<file path="src/rtl/bpa_pkg.sv">
// ----------------------------------------------------------------------------
// bpa_pkg
// Shared constants, opcodes and types of the buddy page allocator.
// ----------------------------------------------------------------------------
package bpa_pkg;

  localparam int PAGE_BITS = 12;
  localparam int MAX_PAGES = 1 << PAGE_BITS;
  localparam int TOP_ORDER = 12;
  localparam int ORD_W     = 4;
  localparam int LINK_W    = PAGE_BITS + 1;
  localparam int NUM_LISTS = TOP_ORDER + 1;
  localparam int SIZE_W    = 25;

  localparam logic [LINK_W-1:0] NIL_LINK = LINK_W'(MAX_PAGES);

  typedef enum logic [1:0] {
    OP_ALLOC = 2'd0,
    OP_FREE  = 2'd1,
    OP_INIT  = 2'd2,
    OP_NONE  = 2'd3
  } op_t;

  // per-page values written by the initialize sweep
  typedef struct packed {
    logic [ORD_W-1:0] ord;
    logic             fre;
  } init_val_t;

endpackage

</file>
<file path="src/rtl/bpa_init_gen.sv">
// ----------------------------------------------------------------------------
// bpa_init_gen
// Order and free mark that one page holds after freeing pages 0..N-1 in turn.
// ----------------------------------------------------------------------------
module bpa_init_gen (
  input  logic [bpa_pkg::PAGE_BITS-1:0] page,
  input  logic [bpa_pkg::LINK_W-1:0]    pool_n,
  output bpa_pkg::init_val_t            val
);

  logic [bpa_pkg::LINK_W:0]   sum;
  logic [bpa_pkg::LINK_W-1:0] mask;
  logic [bpa_pkg::LINK_W-1:0] head;

  // A page heads an order t block while its low t+1 bits are clear and the
  // block fits; the largest such t is the last order stored there.
  always_comb begin
    val  = '0;
    sum  = '0;
    mask = '0;
    head = '0;
    for (int t = 0; t <= bpa_pkg::TOP_ORDER; t++) begin
      mask = bpa_pkg::LINK_W'((2 << t) - 1);
      sum  = (bpa_pkg::LINK_W+1)'(page) + (bpa_pkg::LINK_W+1)'(1 << t);
      if ((({1'b0, page} & mask) == '0) && (sum <= {1'b0, pool_n})) begin
        val.ord = bpa_pkg::ORD_W'(t);
      end
      head = pool_n & ~mask;
      if (pool_n[t] && (head == {1'b0, page})) begin
        val.fre = 1'b1;
      end
    end
  end

endmodule

</file>
<file path="config.mk">
export PLATFORM = sky130hd
export DESIGN_NAME = bpa_init_gen
export DESIGN_NICKNAME = d
export VERILOG_FILES = /design/src/rtl/bpa_pkg.sv /design/src/rtl/bpa_init_gen.sv
export SDC_FILE = /design/constraint.sdc
export NUM_CORES = 1
export LEC_CHECK = 0
export BUFFER_PORTS_ARGS = -buffer_cell sky130_fd_sc_hd__buf_2
export CAP_MARGIN = 20
export CELL_PAD_IN_SITES_DETAIL_PLACEMENT = 2
export CELL_PAD_IN_SITES_GLOBAL_PLACEMENT = 2
export CORE_AREA = 2 2 82 124
export DETAILED_ROUTE_END_ITERATION = 16
export DIE_AREA = 0 0 84 126
export GPL_ROUTABILITY_DRIVEN = 0
export PLACE_DENSITY = 0.84
export SETUP_SLACK_MARGIN = 0.05
export SYNTH_ARGS = -nofsm -noshare
export SYNTH_HDL_FRONTEND = slang
export SYNTH_SLANG_ARGS = --single-unit
</file>
<file path="constraint.sdc">
create_clock -name vclk -period 3.6
set_input_delay 0.18 -clock vclk [all_inputs]
set_output_delay 0.18 -clock vclk [all_outputs]
set_load 0.02 [all_outputs]
</file>
---- After elaboration in Yosys (flattened, before gate mapping) ----
Cells that the tools add are included.
operators by class
  mux-type cells .......................... 25
  add/sub/neg operators ................... 12
  order comparisons ....................... 12
  reduce and logical (&&, ||, !) cells .... 36
  equality and inequality tests ........... 12
operator list
  operator                count
  $eq 13x12->1            12
  $le 13x13->1            11
  $logic_not 13->1        11
  $logic_and 1x1->1       25
  $mux 4                  5
  $add 12x13->14 const B  1
  $le 14x13->1            1
  $mux 1                  14
  $add 12x10->13 const B  1
  $add 12x11->13 const B  1
  $add 12x12->13 const B  1
  $add 12x2->13 const B   1
  $add 12x3->13 const B   1
  $add 12x4->13 const B   1
  $add 12x5->13 const B   1
  $add 12x6->13 const B   1
  $add 12x7->13 const B   1
  $add 12x8->13 const B   1
  $add 12x9->13 const B   1
  $mux 3                  4
  $mux 2                  2
word-level totals
  output and inout bits ................... 5
  flip-flop bits (word level) ............. 0

---- Longest topological paths before layout ----
  depth in word-level cells ............... 15
  gate-level depth with buffers ........... 15

---- Worst setup path before layout ----
Ideal clock, no wire load.
  path type ............................... input -> output
  start point ............................. input port page[6] (netlist bit)
  end point ............................... output port val[2] (netlist bit)
  path slack .............................. 0.552 ns
  data arrival time ....................... 2.868 ns
  stages .................................. 12
  path buffers ............................ 1
  cell sequence ........................... ha_1 -> clkbuf_1 -> nand4_1 -> xnor2_1 -> ha_1 -> nand4_1 -> or2_2 -> or4_1 -> nand2_1 -> o211a_1 -> o211ai_1 -> a21boi_0
RTL lines
  item         line               text
  from (decl)  bpa_init_gen.sv:6  input logic [bpa_pkg::PAGE_BITS-1:0] page,
  to (decl)    bpa_init_gen.sv:8  output bpa_pkg::init_val_t val

==> flow_summary.json <==
{
  "run_status": "finished clean",
  "first_pass_grt_wire_length_mm": 23.8,
  "ys.warnings.count": 0,
  "nClkBuffers": 0,
  "first_pass_iters": 4,
  "timing.final.ws_setup_ns": 0.143,
  "io_buffers": 30,
  "vias": 3873,
  "timing.hold.ws_ns": 0.731,
  "setup.worst_path.start": "page[6]",
  "final_common_cell": "sky130_fd_sc_hd__ha_1",
  "number_of_antenna_violations_at_the_first_check_in_global_routing": 0,
  "critical_path_required_ns": 3.42,
  "finalCoreUtilization": 0.409,
  "i_o_pin_count": 30,
  "mean_instance_size_in_the_synthesized_netlist_um2": 7.44,
  "path_max_fanout": 8,
  "timing_hold_violations_final": 0,
  "cts_setup_buffers": 0,
  "fin_nets": 628,
  "sequential_cell_area_um2": 0,
  "drive_gt1_frac": 0.135,
  "die_area_um2": 10600,
  "synth.lib_cells_used.distinct": 55,
  "design.core.area_um2": 9520,
  "n_fill_cell": 1135,
  "final_max_slew_viol_count": 0,
  "wl_per_cell_um": 25.7,
  "area_delta_synth_final_pct": 13.3,
  "cellLeakagePower_nw": 1.89,
  "die_h_um": 126,
  "yosysSeqAreaShare": 0,
  "power-per-cell-area_nw_per_um2": 136,
  "finalWirelength_mm": 15.7,
  "place_ws_ns": 0.0695,
  "ir_drop_uv": 56.6,
  "fmax_mhz": 289,
  "detail_route.iter0.violations": 164,
  "first_global_vias": 4357,
  "dp_hpwl_mm": 13.0,
  "gr-total-overflow": 0,
  "max-cap-violations": 0,
  "timing_worst_setup_path_type": "primary input to primary output",
  "syn_nets": 593,
  "syn-cell-area_um2": 3440,
  "worst_ep_arrival_time_ns": 3.28,
  "post-route-period-util": 0.960,
  "setup_repair_after_global_routing_missed_its_margin": "false",
  "most-common-layout-cells": "sky130_fd_sc_hd__ha_1, sky130_fd_sc_hd__nand2_1, sky130_fd_sc_hd__xnor2_1",
  "syn_inst": 462,
  "worstSetupStartpointType": "primary input",
  "min_from": "pool_n[12]",
  "antenna-diode-count": 0,
  "setup.worst_path.end_class": "primary output",
  "grt_start_max_net_pins": 13,
  "post_drt_via_cell_ratio": 6.35,
  "finalSetupTns_ns": 0,
  "worstMarginPinSlew_ns": 0.624,
  "sequential_cell_total": 0,
  "finalCriticalPeriod_ns": 3.46,
  "slew_headroom": 0.584,
  "report.final.setup_viol": 0,
  "detail_route.drc_violations": 0,
  "row_count": 44,
  "hold_path_class": "primary input to primary output",
  "floorplan.die.width_um": 84,
  "grt_use_total": 0.287,
  "ant_nets": 0,
  "critical_path.endpoint": "val[1]",
  "initial_core_utilization": 0.361
}
## repair_timing
action                                  in CTS  in global routing
gates resized for setup                      0                 19
endpoints found under the setup margin       0                  3
hold buffers                                 0                  0
## synth_stat cells (3+ instances only)
| library cell | instances | area (µm²) |
|---|---|---|
| sky130_fd_sc_hd__o21bai_1 | 6 | 45.0 |
| sky130_fd_sc_hd__xnor2_1 | 36 | 315 |
| sky130_fd_sc_hd__nor2_1 | 32 | 120 |
| sky130_fd_sc_hd__nor3b_1 | 3 | 22.5 |
| sky130_fd_sc_hd__a32oi_1 | 3 | 26.3 |
| sky130_fd_sc_hd__o21ai_0 | 9 | 45.0 |
| sky130_fd_sc_hd__nand4_1 | 19 | 119 |
| sky130_fd_sc_hd__nand2_1 | 42 | 158 |
| sky130_fd_sc_hd__and3_1 | 3 | 18.8 |
| sky130_fd_sc_hd__o211ai_1 | 4 | 30.0 |
| sky130_fd_sc_hd__nand3_1 | 21 | 105 |
| sky130_fd_sc_hd__a21boi_0 | 3 | 22.5 |
| sky130_fd_sc_hd__a21oi_1 | 32 | 160 |
| sky130_fd_sc_hd__o22ai_1 | 3 | 18.8 |
| sky130_fd_sc_hd__nor4_1 | 3 | 18.8 |
| sky130_fd_sc_hd__xor2_1 | 9 | 78.8 |
| sky130_fd_sc_hd__nor3_1 | 10 | 50.1 |
| sky130_fd_sc_hd__a211oi_1 | 4 | 30.0 |
| sky130_fd_sc_hd__or2_2 | 4 | 25.0 |
| sky130_fd_sc_hd__o21a_1 | 7 | 52.6 |
| sky130_fd_sc_hd__a21o_1 | 14 | 105 |
| sky130_fd_sc_hd__clkbuf_1 | 14 | 52.6 |
| sky130_fd_sc_hd__ha_1 | 106 | 1330 |
| sky130_fd_sc_hd__inv_1 | 33 | 124 |
## report_power, final
group,switching (W),internal [W]
Clock,0,0
Sequential,0,0
Combinational,0.000321,0.000207
Total,0.000321,0.000207
## area by class of cell
type                            count  area, µm²  area share
Inverter                           34        128      0.0328
Multi-Input combinational cell    414       3340       0.858
Tap cell                          115        144      0.0370
Timing Repair Buffer               47        280      0.0720
## per-stage QoR
| stage | total power, W | cell area [µm²] | instances |
|---|---|---|---|
| after global routing | 0.000578 | 3890 | 610 |
| after CTS | 0.000510 | 3800 | 610 |
| after global placement | 0.000466 | 3800 | 610 |
| after floorplan | 0.000321 | 3440 | 462 |
| final | 0.000529 | 3890 | 610 |
| after detailed placement | 0.000507 | 3800 | 610 |
## cells by family (layout without fill, tap and decap cells)
| family | after synthesis | in the layout | synth area share |
|---|---|---|---|
| buf+inv | 48 | 81 | 0.0524 |
| xor+xnor | 45 | 45 | 0.115 |
| fa+ha+maj | 106 | 106 | 0.386 |
| simple gates | 150 | 150 | 0.214 |
| compound gates | 113 | 113 | 0.232 |
## critical path, cell delays in order
cell	delay (ns)
sky130_fd_sc_hd__buf_2	0.22
sky130_fd_sc_hd__buf_4	0.24
sky130_fd_sc_hd__ha_1	0.25
sky130_fd_sc_hd__nand2_1	0.09
sky130_fd_sc_hd__xnor2_1	0.14
sky130_fd_sc_hd__ha_1	0.29
sky130_fd_sc_hd__nand4_1	0.19
sky130_fd_sc_hd__or2_2	0.34
sky130_fd_sc_hd__or4_1	0.56
sky130_fd_sc_hd__o211ai_1	0.15
sky130_fd_sc_hd__nand4_1	0.12
sky130_fd_sc_hd__a31oi_1	0.22
sky130_fd_sc_hd__o21a_1	0.13
sky130_fd_sc_hd__buf_2	0.15
## per-layer routing
| metal | GRT usage | part of all wire | up-vias |
|---|---|---|---|
| li1 | - | - | 1770 |
| met1 | 0.295 | 0.36 | 1916 |
| met2 | 0.560 | 0.54 | 130 |
| met3 | 0.0105 | 0.028 | 57 |
| met4 | 0.174 | 0.070 | 0 |
| met5 | 0 | 0 | - |
## worst min path at each step
| stage | depth (start not counted) | to | slack, ns |
|---|---|---|---|
| 3_3_place_gp | 3 | val[0] | 0.72 |
| 4_1_cts | 3 | val[0] | 0.73 |
| 3_5_place_dp | 3 | val[0] | 0.72 |
| 6_report | 3 | val[0] | 0.73 |
| 5_1_grt | 3 | val[0] | 0.76 |
| 2_1_floorplan | 1 | val[0] | 0.52 |
No activity file was read; power rests on OpenSTA's default activity.
